### src/rtl/prq_pkg.sv
// Package for the priority ready queue: sizes, command and status codes,
// and the controller/datapath command and status structs. No dependencies.
`timescale 1ns / 1ps
package prq_pkg;
  localparam int unsigned NumLevels  = 32;
  localparam int unsigned NumThreads = 32;
  localparam int unsigned LvlW = $clog2(NumLevels);
  localparam int unsigned ThrW = $clog2(NumThreads);
  localparam logic [5:0] LinkNone = 6'h3F;

  localparam logic [2:0] CmdInsTail  = 3'd0;
  localparam logic [2:0] CmdInsHead  = 3'd1;
  localparam logic [2:0] CmdRemove   = 3'd2;
  localparam logic [2:0] CmdFirst    = 3'd3;
  localparam logic [2:0] CmdSuspend  = 3'd4;

  localparam logic [2:0] StInserted  = 3'd0;
  localparam logic [2:0] StRefused   = 3'd1;
  localparam logic [2:0] StRemoved   = 3'd2;
  localparam logic [2:0] StFound     = 3'd3;
  localparam logic [2:0] StDropped   = 3'd4;
  localparam logic [2:0] StEmpty     = 3'd5;
  localparam logic [2:0] StError     = 3'd6;

  // Controller -> datapath
  typedef struct packed {
    logic load;    // capture request
    logic exec;    // perform one step (request or one first-ready step)
  } dp_cmd_t;

  // Datapath -> controller
  typedef struct packed {
    logic has_result; // step produced a result
    logic done;       // step finished the request
  } dp_stat_t;
endpackage

### src/rtl/priority_ready_queue.sv
// Priority ready queue, top level. A request is taken while the queue is
// idle and executed in the next cycle; its result shows in the cycle after.
// No new request is taken until the one before is done and its results taken.
// First-ready drops each suspended head in a step of its own, one list
// update per step, and shows each dropped head as a result.
// Reset clears level bitmap, queued and suspended marks; links need none.
`timescale 1ns / 1ps
module priority_ready_queue (
  input  logic       clk_i,
  input  logic       rst_ni,
  input  logic       in_valid_i,
  output logic       in_stall_o,
  input  logic [2:0] cmd_i,
  input  logic [4:0] thread_id_i,
  input  logic [4:0] priority_req_i,
  input  logic       suspend_value_i,
  output logic       out_valid_o,
  input  logic       out_stall_i,
  output logic [2:0] status_o,
  output logic [4:0] result_thread_o,
  output logic [4:0] result_priority_o,
  output logic       last_o
);
  prq_pkg::dp_cmd_t  dp_cmd;
  prq_pkg::dp_stat_t dp_stat;
  logic              res_load;

  // Sequence: accept request, execute steps, hold each result until taken.
  prq_ctrl u_ctrl (
    .clk_i, .rst_ni, .in_valid_i, .in_stall_o, .out_valid_o, .out_stall_i,
    .cmd_o(dp_cmd), .stat_i(dp_stat), .res_load_o(res_load)
  );

  // Lists, links, marks and the result register.
  prq_dp u_dp (
    .clk_i, .rst_ni, .cmd_i(dp_cmd), .stat_o(dp_stat), .res_load_i(res_load),
    .cmd_in_i(cmd_i), .thread_id_i, .priority_req_i, .suspend_value_i,
    .status_o, .result_thread_o, .result_priority_o, .last_o
  );
endmodule

### src/rtl/prq_ctrl.sv
// Controller for the priority ready queue: handshake and step sequencing.
// Depends on prq_pkg.
`timescale 1ns / 1ps
module prq_ctrl (
  input  logic              clk_i,
  input  logic              rst_ni,
  input  logic              in_valid_i,
  output logic              in_stall_o,
  output logic              out_valid_o,
  input  logic              out_stall_i,
  output prq_pkg::dp_cmd_t  cmd_o,
  input  prq_pkg::dp_stat_t stat_i,
  output logic              res_load_o
);
  typedef enum logic [2:0] {
    S_IDLE = 3'b001,
    S_EXEC = 3'b010,
    S_OUT  = 3'b100
  } state_e;

  state_e state_q, state_d;
  logic   more_q, more_d;

  assign in_stall_o  = (state_q != S_IDLE);
  assign out_valid_o = (state_q == S_OUT);
  assign cmd_o.load  = (state_q == S_IDLE) && in_valid_i;
  assign cmd_o.exec  = (state_q == S_EXEC);
  assign res_load_o  = cmd_o.exec && stat_i.has_result;

  always_comb begin
    state_d = state_q;
    more_d  = more_q;
    unique case (state_q)
      S_IDLE: if (in_valid_i) state_d = S_EXEC;
      S_EXEC: begin
        more_d = !stat_i.done;
        if (stat_i.has_result) state_d = S_OUT;
        else if (stat_i.done) state_d = S_IDLE;
      end
      S_OUT: if (!out_stall_i) state_d = more_q ? S_EXEC : S_IDLE;
      default: state_d = S_IDLE;
    endcase
  end

  always_ff @(posedge clk_i or negedge rst_ni) begin
    if (!rst_ni) begin
      state_q <= S_IDLE;
      more_q  <= 1'b0;
    end else begin
      state_q <= state_d;
      more_q  <= more_d;
    end
  end

  a_out_from_exec: assert property (@(posedge clk_i) disable iff (!rst_ni)
    $rose(out_valid_o) |-> $past(state_q == S_EXEC))
    else $error("result shown without a step");
  a_no_accept_busy: assert property (@(posedge clk_i) disable iff (!rst_ni)
    cmd_o.exec |-> in_stall_o)
    else $error("input open while busy");
  a_exec_after_load: assert property (@(posedge clk_i) disable iff (!rst_ni)
    cmd_o.load |=> cmd_o.exec)
    else $error("accepted request not executed");
endmodule

### src/rtl/prq_dp.sv
// Datapath for the priority ready queue: per-level lists, links, marks and
// the result register. Depends on prq_pkg.
`timescale 1ns / 1ps
module prq_dp (
  input  logic              clk_i,
  input  logic              rst_ni,
  input  prq_pkg::dp_cmd_t  cmd_i,
  output prq_pkg::dp_stat_t stat_o,
  input  logic              res_load_i,
  input  logic [2:0]        cmd_in_i,
  input  logic [4:0]        thread_id_i,
  input  logic [4:0]        priority_req_i,
  input  logic              suspend_value_i,
  output logic [2:0]        status_o,
  output logic [4:0]        result_thread_o,
  output logic [4:0]        result_priority_o,
  output logic              last_o
);
  localparam int unsigned NL = prq_pkg::NumLevels;
  localparam int unsigned NT = prq_pkg::NumThreads;
  localparam int unsigned LW = prq_pkg::LvlW;
  localparam int unsigned TW = prq_pkg::ThrW;

  logic [NL-1:0] nonempty_q, nonempty_d;
  logic [TW-1:0] head_q [NL];
  logic [TW-1:0] tail_q [NL];
  logic [5:0]    next_q [NT];
  logic [5:0]    prev_q [NT];
  logic [LW-1:0] qlvl_q [NT];
  logic [NT-1:0] inq_q, inq_d, susp_q, susp_d;

  logic [2:0] rcmd_q;
  logic [4:0] rtid_q, rpr_q;
  logic       rsv_q;

  logic [2:0] st_d, st_q;
  logic [4:0] th_d, th_q, pr_d, pr_q;
  logic       last_d, last_q;

  // link updates chosen combinationally
  logic          wh_en, wt_en, wn_en, wp_en, wn2_en, wp2_en, wq_en;
  logic [LW-1:0] wh_idx, wt_idx, wq_val;
  logic [TW-1:0] wh_val, wt_val;
  logic [TW-1:0] wn_idx, wp_idx, wn2_idx, wp2_idx;
  logic [5:0]    wn_val, wp_val, wn2_val, wp2_val;

  logic          tid_ok;
  logic [TW-1:0] tid;
  logic [LW-1:0] lvl;
  logic [LW-1:0] top;
  logic          any;
  logic [TW-1:0] h;
  logic [LW-1:0] ul;
  logic [5:0]    up, un;
  logic          up_ok, un_ok;

  assign tid_ok = ({1'b0, rtid_q} < 6'(NT));
  assign tid    = rtid_q[TW-1:0];
  assign lvl    = ({1'b0, rpr_q} >= 6'(NL)) ? LW'(NL - 1) : rpr_q[LW-1:0];

  always_comb begin
    top = '0;
    any = 1'b0;
    for (int i = 0; i < NL; i++) begin
      if (nonempty_q[i]) begin
        top = LW'(i);
        any = 1'b1;
      end
    end
  end

  assign h = head_q[top];

  always_comb begin
    nonempty_d = nonempty_q;
    inq_d  = inq_q;
    susp_d = susp_q;
    wh_en = 1'b0; wt_en = 1'b0; wn_en = 1'b0; wp_en = 1'b0;
    wn2_en = 1'b0; wp2_en = 1'b0; wq_en = 1'b0;
    wh_idx = lvl; wt_idx = lvl; wq_val = lvl;
    wh_val = tid; wt_val = tid;
    wn_idx = tid; wp_idx = tid; wn2_idx = tid; wp2_idx = tid;
    wn_val = prq_pkg::LinkNone; wp_val = prq_pkg::LinkNone;
    wn2_val = prq_pkg::LinkNone; wp2_val = prq_pkg::LinkNone;
    st_d = prq_pkg::StError; th_d = '0; pr_d = '0; last_d = 1'b1;
    stat_o.has_result = 1'b1;
    stat_o.done = 1'b1;
    ul = '0; up = '0; un = '0; up_ok = 1'b0; un_ok = 1'b0;

    if (rcmd_q == prq_pkg::CmdFirst) begin
      if (!any) begin
        st_d = prq_pkg::StEmpty;
      end else begin
        th_d = 5'(h);
        pr_d = 5'(top);
        if (susp_q[h]) begin
          // drop suspended head and unlink it
          st_d = prq_pkg::StDropped;
          last_d = 1'b0;
          stat_o.done = 1'b0;
          un = next_q[h];
          un_ok = (un != prq_pkg::LinkNone) && (un < 6'(NT));
          wh_en = 1'b1; wh_idx = top; wh_val = un[TW-1:0];
          if (un_ok) begin
            wp_en = 1'b1; wp_idx = un[TW-1:0]; wp_val = prq_pkg::LinkNone;
          end else begin
            nonempty_d[top] = 1'b0;
          end
          inq_d[h] = 1'b0;
        end else begin
          st_d = prq_pkg::StFound;
        end
      end
    end else if (rcmd_q > prq_pkg::CmdSuspend) begin
      st_d = prq_pkg::StError;
    end else if (!tid_ok) begin
      th_d = rtid_q;
    end else if (rcmd_q == prq_pkg::CmdSuspend) begin
      susp_d[tid] = rsv_q;
      stat_o.has_result = 1'b0;
    end else if (rcmd_q == prq_pkg::CmdRemove) begin
      th_d = rtid_q;
      if (inq_q[tid]) begin
        ul = qlvl_q[tid];
        up = prev_q[tid];
        un = next_q[tid];
        up_ok = (up != prq_pkg::LinkNone) && (up < 6'(NT));
        un_ok = (un != prq_pkg::LinkNone) && (un < 6'(NT));
        st_d = prq_pkg::StRemoved;
        pr_d = 5'(ul);
        if (up_ok) begin
          wn_en = 1'b1; wn_idx = up[TW-1:0]; wn_val = un;
        end else begin
          wh_en = 1'b1; wh_idx = ul; wh_val = un[TW-1:0];
        end
        if (un_ok) begin
          wp_en = 1'b1; wp_idx = un[TW-1:0]; wp_val = up;
        end else begin
          wt_en = 1'b1; wt_idx = ul; wt_val = up[TW-1:0];
        end
        if (!up_ok && !un_ok) nonempty_d[ul] = 1'b0;
        inq_d[tid] = 1'b0;
      end
    end else begin
      th_d = rtid_q;
      if (susp_q[tid]) begin
        st_d = prq_pkg::StRefused;
        pr_d = 5'(lvl);
      end else if (!inq_q[tid]) begin
        st_d = prq_pkg::StInserted;
        pr_d = 5'(lvl);
        inq_d[tid] = 1'b1;
        wq_en = 1'b1;
        if (!nonempty_q[lvl]) begin
          nonempty_d[lvl] = 1'b1;
          wh_en = 1'b1; wt_en = 1'b1;
          wn_en = 1'b1; wp_en = 1'b1;
        end else if (rcmd_q == prq_pkg::CmdInsHead) begin
          wh_en = 1'b1;
          wn_en = 1'b1; wn_val = 6'(head_q[lvl]);
          wp_en = 1'b1;
          wp2_en = 1'b1; wp2_idx = head_q[lvl]; wp2_val = 6'(tid);
        end else begin
          wt_en = 1'b1;
          wp_en = 1'b1; wp_val = 6'(tail_q[lvl]);
          wn_en = 1'b1;
          wn2_en = 1'b1; wn2_idx = tail_q[lvl]; wn2_val = 6'(tid);
        end
      end
    end
  end

  always_ff @(posedge clk_i or negedge rst_ni) begin
    if (!rst_ni) begin
      nonempty_q <= '0;
      inq_q      <= '0;
      susp_q     <= '0;
    end else if (cmd_i.exec) begin
      nonempty_q <= nonempty_d;
      inq_q      <= inq_d;
      susp_q     <= susp_d;
    end
  end

  always_ff @(posedge clk_i) begin
    if (cmd_i.load) begin
      rcmd_q <= cmd_in_i;
      rtid_q <= thread_id_i;
      rpr_q  <= priority_req_i;
      rsv_q  <= suspend_value_i;
    end
    if (cmd_i.exec) begin
      if (wh_en)  head_q[wh_idx]  <= wh_val;
      if (wt_en)  tail_q[wt_idx]  <= wt_val;
      if (wn_en)  next_q[wn_idx]  <= wn_val;
      if (wp_en)  prev_q[wp_idx]  <= wp_val;
      if (wn2_en) next_q[wn2_idx] <= wn2_val;
      if (wp2_en) prev_q[wp2_idx] <= wp2_val;
      if (wq_en)  qlvl_q[tid]     <= wq_val;
    end
    if (res_load_i) begin
      st_q <= st_d; th_q <= th_d; pr_q <= pr_d; last_q <= last_d;
    end
  end

  assign status_o          = st_q;
  assign result_thread_o   = th_q;
  assign result_priority_o = pr_q;
  assign last_o            = last_q;

  a_drop_not_last: assert property (@(posedge clk_i) disable iff (!rst_ni)
    (cmd_i.exec && st_d == prq_pkg::StDropped && stat_o.has_result) |-> !stat_o.done)
    else $error("dropped head marked final");
  a_inq_means_nonempty: assert property (@(posedge clk_i) disable iff (!rst_ni)
    (inq_q == '0) |-> (nonempty_q == '0))
    else $error("level nonempty with no queued thread");
  a_susp_no_result: assert property (@(posedge clk_i) disable iff (!rst_ni)
    (cmd_i.exec && rcmd_q == prq_pkg::CmdSuspend && tid_ok) |-> !stat_o.has_result)
    else $error("suspend mark produced result");
endmodule
### config.mk
export PLATFORM = sky130hd
export DESIGN_NAME = priority_ready_queue
export DESIGN_NICKNAME = d
export VERILOG_FILES = /design/src/rtl/prq_pkg.sv /design/src/rtl/priority_ready_queue.sv /design/src/rtl/prq_ctrl.sv /design/src/rtl/prq_dp.sv
export SDC_FILE = /design/constraint.sdc
export NUM_CORES = 2
export LEC_CHECK = 0
export BUFFER_PORTS_ARGS = -buffer_cell sky130_fd_sc_hd__clkbuf_2
export CAP_MARGIN = 20
export CORE_UTILIZATION = 40
export CTS_CLUSTER_DIAMETER = 150
export DETAILED_ROUTE_END_ITERATION = 7
export PLACE_DENSITY_LB_ADDON = 0.08
export SLEW_MARGIN = 20
export SYNTH_ARGS = -nofsm -noshare
export SYNTH_HDL_FRONTEND = slang
export SYNTH_SLANG_ARGS = --single-unit
### constraint.sdc
create_clock -name clk_i -period 9.9 [get_ports clk_i]
set_input_delay 1.98 -clock clk_i [delete_from_list [all_inputs] [get_ports clk_i]]
set_output_delay 1.98 -clock clk_i [all_outputs]
set_load 0.02 [all_outputs]
# After elaboration in Yosys (flattened, before gate mapping)
# Memories as Yosys holds them, arrays and structs flattened. A register that Yosys moved wholly into a read port is not among the register bits.
# Cells that the tools add are included.
[totals]
ff_bits = 128
ramBits = 864
output_inout_bits = 16
wordCells = 400
memories = 5
[mem_list]
columns = ["name", "depth", "word_bits", "rd", "rd_ports_with_merged_regs", "write_ports", "line_no", "rtl"]
rows = [
  ["u_dp.next_q", 32, 6, 2, 1, 2, "prq_dp.sv:27", "logic [5:0] next_q [NT];"],
  ["u_dp.prev_q", 32, 6, 1, 1, 2, "prq_dp.sv:28", "logic [5:0] prev_q [NT];"],
  ["u_dp.head_q", 32, 5, 2, 1, 1, "prq_dp.sv:25", "logic [TW-1:0] head_q [NL];"],
  ["u_dp.qlvl_q", 32, 5, 1, 1, 1, "prq_dp.sv:29", "logic [LW-1:0] qlvl_q [NT];"],
  ["u_dp.tail_q", 32, 5, 1, 1, 1, "prq_dp.sv:26", "logic [TW-1:0] tail_q [NL];"],
]
[op_classes]
n_lt_le_gt_ge = 14
n_eq_ne = 24
muxes = 314
bitwise = 12
reduce_logical = 18
[op_table]
columns = ["cell", "n"]
rows = [
  ["32-bit two-way mux", 21],
  ["5-bit two-way mux", 106],
  ["6-bit two-way mux", 36],
  ["32-bit AND", 4],
  ["32-bit inverter", 4],
  ["1-bit two-way mux", 126],
  ["32-bit bitwise OR", 2],
  ["3-bit two-way mux", 13],
  ["32-bit bitwise mux", 1],
  ["5-bit by 6-bit < comparator with 1-bit output, second input constant", 5],
  ["1-bit demux with 5-bit select", 5],
  ["5-bit by 1-bit >= comparator with 1-bit output, second input constant", 5],
  ["1-bit binary-select mux with 5-bit select", 4],
  ["6-bit < comparator, second input constant", 3],
  ["6-bit inequality test, second input constant", 3],
  ["3-bit by 1-bit inequality test with 1-bit output, second input constant", 4],
  ["1-bit logical AND", 11],
  ["11-bit AND reduction", 1],
  ["3-bit by 2-bit == test with 1-bit output, second input constant", 3],
  ["3-bit by 2-bit inequality test with 1-bit output, second input constant", 3],
  ["3-bit case mux with 3 select lines", 1],
  ["2-bit inequality test, second input constant", 4],
  ["8-bit AND reduction", 1],
  ["3-bit by 1-bit == test with 1-bit output, second input constant", 2],
  ["8 further kinds", 14],
]

# Depth between registers and ports, before layout
# An unclocked memory read counts as a cell.
[depth]
word_depth = 42
depth_mapped = 25
mapped_depth_nobuf = 15

# Cells and area by module
# Synthesis repeated with hierarchy kept, for this count alone.
[hier_totals]
hier_cells = 3595
area_unflattened_um2 = 50830.0
[by_module_without_submodules]
columns = ["module", "n_inst", "cells_each", "area_per_inst_um2"]
rows = [
  ["prq_dp", 1, 3570, 50597.3],
  ["prq_ctrl", 1, 25, 232.7],
]

# Worst setup path before layout
# OpenSTA, ideal clock, no wires.
[synth_timing]
path_type = "reg2reg"
start = "register u_dp.nonempty_q[21]"
end = "memory u_dp.prev_q[2][0] (enable)"
setup_time_ns = 0.380
arrival_time_ns = 5.296
required_ns = 9.520
setup_slack_ns = 4.224
path_stages_with_launch = 23
cell_sequence = "dfrtp_1 buf_2 or3_1 o211ai_2 o211a_4 buf_6 mux2_4 a2111o_1 nor3_4 buf_6 buf_8 buf_8 buf_6 buf_6 buf_6 mux2i_1 mux2i_1 o2bb2ai_1 nor4_1 nand4_1 o311ai_2 nand3_1 o31ai_1"
[synth_rtl]
columns = ["element", "line_no", "rtl"]
rows = [
  ["start: declaration", "prq_dp.sv:24", "logic [NL-1:0] nonempty_q, nonempty_d;"],
  ["start signal: assignment", "prq_dp.sv:179", "nonempty_q <= nonempty_d;"],
  ["end: declaration", "prq_dp.sv:28", ""],
]

==> flow_summary.toml <==
[die]
rows = 129
core-area_sq_um = 124000
die-area_sq_um = 128000
dieHeight_microns = 357
start_util_pct = 40.5
io_pins = 34
die_width_microns = 357

[timing]
setup_tns_ps = 0
slew_headroom_pct = 23.0
fin_worst_skew_ps = 55.9
fin_crit_sh_pct = 87.1
report.final.setup_viol = 0
rsz0062_at_grt = "no"
hold_viol_final = 0
period_minus_slack_ps = 8620
slew_viol_final = 0
max_freq_mhz = 116
worst_slew_pin_slew_ps = 1150

[global_routing]
globalRouteTotalUtil_pct = 27.0
grt_pass1_vias = 33900
overflow = 0
grt_start_max_net_pins = 91
grt_first_pass_wirelength_mm = 248
antenna_found_initial = 6

[outcome]
status = "completed"

[clock_tree]
cts_sinks = 1002
htreeDepth = 3
clock-root-buffer = "clkbuf_16"
clkTransAtPathRegs_ps = 60
clkLatencyLatePin_ps = 760
cts_tree = "yes"
cts_buffers = 109
cts_resized = 0
ctsHoldBuffers = 0
cts_setup_buffers = 0
clock_path_buffers = 3

[synth]
synth_edf_count = 892
netlist_area_sq_um = 50400
synth_cell_types = 109
synth_top_family_by_area = "multiplexers"
synth-compound-area-share_pct = 10.1
ys_seq_elements = 1002
synth_xor_xnor_area_share_pct = 0
synthAdderAreaFrac_pct = 0
ys_seq_area_share_pct = 58.5
synthesis.nets = 3646
synth.avg_cell_area_sq_um = 13.9
yosysWarnings = 0
muxShareOfSynthArea_pct = 20.5
synth-main-ff-cell = "edfxtp_1"
async_flop_share_pct = 9.98
synth-simple-area-share_pct = 8.20
synthCells = 3628

[cells_and_area]
layout_common_cells = "892 x edfxtp_1, 316 x nor2_1, 294 x mux4_2"
mostFrequentLayoutCell = "edfxtp_1"
area_growth_pct = 11.2
nets = 3596
drive_above_1_share_pct = 21.5
n_fill_cell = 11000

[routing]
ant_nets = 0
vias_per_cell = 6.42
drtIter0Drc = 4145
wl_mm = 172
wl_per_cell_microns = 32.5
first_pass_iters = 5
dr_total_vias = 34100
drcViolationCount = 0

[worst_setup_path]
path_cells = "nor2b_1 -> o21bai_2 -> nand4_2 -> o211ai_2 -> a2111oi_1 -> a2111o_1 -> nor3_4 -> buf_12 -> mux2i_1 -> mux2_2 -> o22ai_1 -> nor4_4 -> a31oi_1 -> a211oi_4 -> nand2_1 -> o31ai_1"
max_stage_delay_ps = 1050
cp_top_family = "compound AO/OA/AOI/OAI gates"
cp-end-kind = "flop"
required_ps = 10260
worst-setup-path-type = "flop to flop"
crit_slowest_cell = "o211ai_2"
crit_fanout = 90
worst-path-buf-inv = 1
startpoint_type = "flop"
worstPathArrival_ps = 8980

[placement]
io_buffers = 33
dp_hpwl_mm = 119
gp_congestion = 0.939

[job]
max-cap-violations = 0

[hold_path]
hold_path_class = "flop to flop"
==> cell families after synthesis <==
logic type	count (synthesis)
and+or+nand+nor	855
DFF	1002
muxes	656
AOI/OAI and AO/OA	797
buffers and inverters	318
==> sequential cells by signal (all words and copies together) (netlist names), named ones only <==
signal and flops:
u_ctrl.more_q 1, u_ctrl.state_q 3, u_dp.head_q 160, u_dp.last_o 1
u_dp.lvl 5, u_dp.next_q 192, u_dp.nonempty_q 32, u_dp.prev_q 192
u_dp.qlvl_q 160, u_dp.rcmd_q 3, u_dp.result_priority_o 5, u_dp.result_thread_o 5
u_dp.rsv_q 1, u_dp.rtid_q 5, u_dp.status_o 3, u_dp.susp_q 32
u_dp.tail_q 160
==> worst reg2reg max path: stages (launching register included) <==
cell,delay (ps)
dfrtp_1,480
nor2b_1,190
o21bai_2,240
nand4_2,550
o211ai_2,1060
a2111oi_1,300
a2111o_1,710
nor3_4,860
buf_12,520
mux2i_1,340
mux2_2,180
o22ai_1,120
nor4_4,600
a31oi_1,330
a211oi_4,580
nand2_1,350
o31ai_1,840
==> synth_stat cells, types with 7 or more instances <==
cell / n / area [sq um]
a2bb2oi_1: 7 / 61.3
buf_6: 11 / 124
a22o_1: 8 / 70.1
a21o_1: 15 / 113
o211ai_1: 18 / 135
and2_1: 15 / 93.8
a211oi_1: 9 / 67.6
o32ai_1: 11 / 96.3
a31oi_1: 11 / 68.8
nand2_1: 228 / 856
o22a_1: 12 / 105
o2111a_1: 9 / 101
inv_1: 30 / 113
nor2_1: 321 / 1200
o22ai_1: 59 / 369
buf_1: 33 / 124
o21ai_1: 30 / 150
or3_1: 14 / 87.6
or4_1: 8 / 60.1
a22oi_1: 10 / 75.1
nor4_1: 14 / 87.6
buf_4: 10 / 75.1
o2bb2ai_1: 7 / 61.3
o2111ai_1: 12 / 105
nand3b_1: 15 / 113
a21oi_1: 267 / 1340
clkbuf_1: 206 / 773
o21ai_0: 187 / 936
mux2_2: 86 / 968
edfxtp_1: 892 / 26800
nor2b_1: 19 / 119
o221ai_1: 14 / 123
o31ai_1: 22 / 165
buf_2: 25 / 125
dfrtp_1: 99 / 2480
mux4_2: 294 / 6620
nand4_1: 19 / 119
and3_1: 25 / 156
dfxtp_1: 10 / 200
nor3_1: 45 / 225
or2_2: 8 / 50.1
nand3_1: 53 / 265
nand2b_1: 24 / 150
mux2i_1: 275 / 2750
==> stage by stage <==
step           std cells  area [sq um]  hold WS, ps  util (%)  setup slack (ps)
3_3_place_gp        5101         52300          479      42.0              1660
5_1_grt             5309         56100          536      45.0               936
2_1_floorplan       3628         50400          464         -              4220
3_5_place_dp        5102         52300          494      42.0              1380
4_1_cts             5306         56000          511      45.0              1430
6_report            5310         56100          509      45.0              1280
==> final timing paths <==
path | startpoint | to | slack, ps | depth (start not counted)
max | u_dp.nonempty_q[20] | u_dp.prev_q[18][1] | 1280 | 16
min | u_ctrl.more_q | u_ctrl.more_q | 510 | 2
max reg2reg | u_dp.nonempty_q[20] | u_dp.prev_q[18][1] | 1280 | 16
min reg2reg | u_ctrl.more_q | u_ctrl.more_q | 510 | 2
max in group asynchronous | rst_ni | u_dp.susp_q[5] | 7350 | 2
min in group asynchronous | rst_ni | u_dp.nonempty_q[20] | 1270 | 1
==> metal layers <==
| metal | track usage (%) | routed length, microns |
|---|---|---|
| met1 | 36.7 | 71400 |
| met2 | 42.8 | 80500 |
| met3 | 5.53 | 14000 |
| met4 | 9.68 | 6520 |
| met5 | 0 | 27 |
==> layout make-up <==
| class | count | area [sq um] | area share [%] |
|---|---|---|---|
| antenna | 2 | 5.00 | 0.00893 |
| clock buffer | 133 | 2900 | 5.18 |
| clock inverter | 71 | 822 | 1.47 |
| inverter | 31 | 116 | 0.208 |
| multi-input combinational | 2308 | 19800 | 35.3 |
| sequential | 1002 | 29500 | 52.6 |
| tap | 1637 | 2050 | 3.65 |
| timing repair buffer | 126 | 880 | 1.57 |
Power is not shown: default switching activity piles up to over one toggle a cycle in this logic, so the estimate is an artifact.
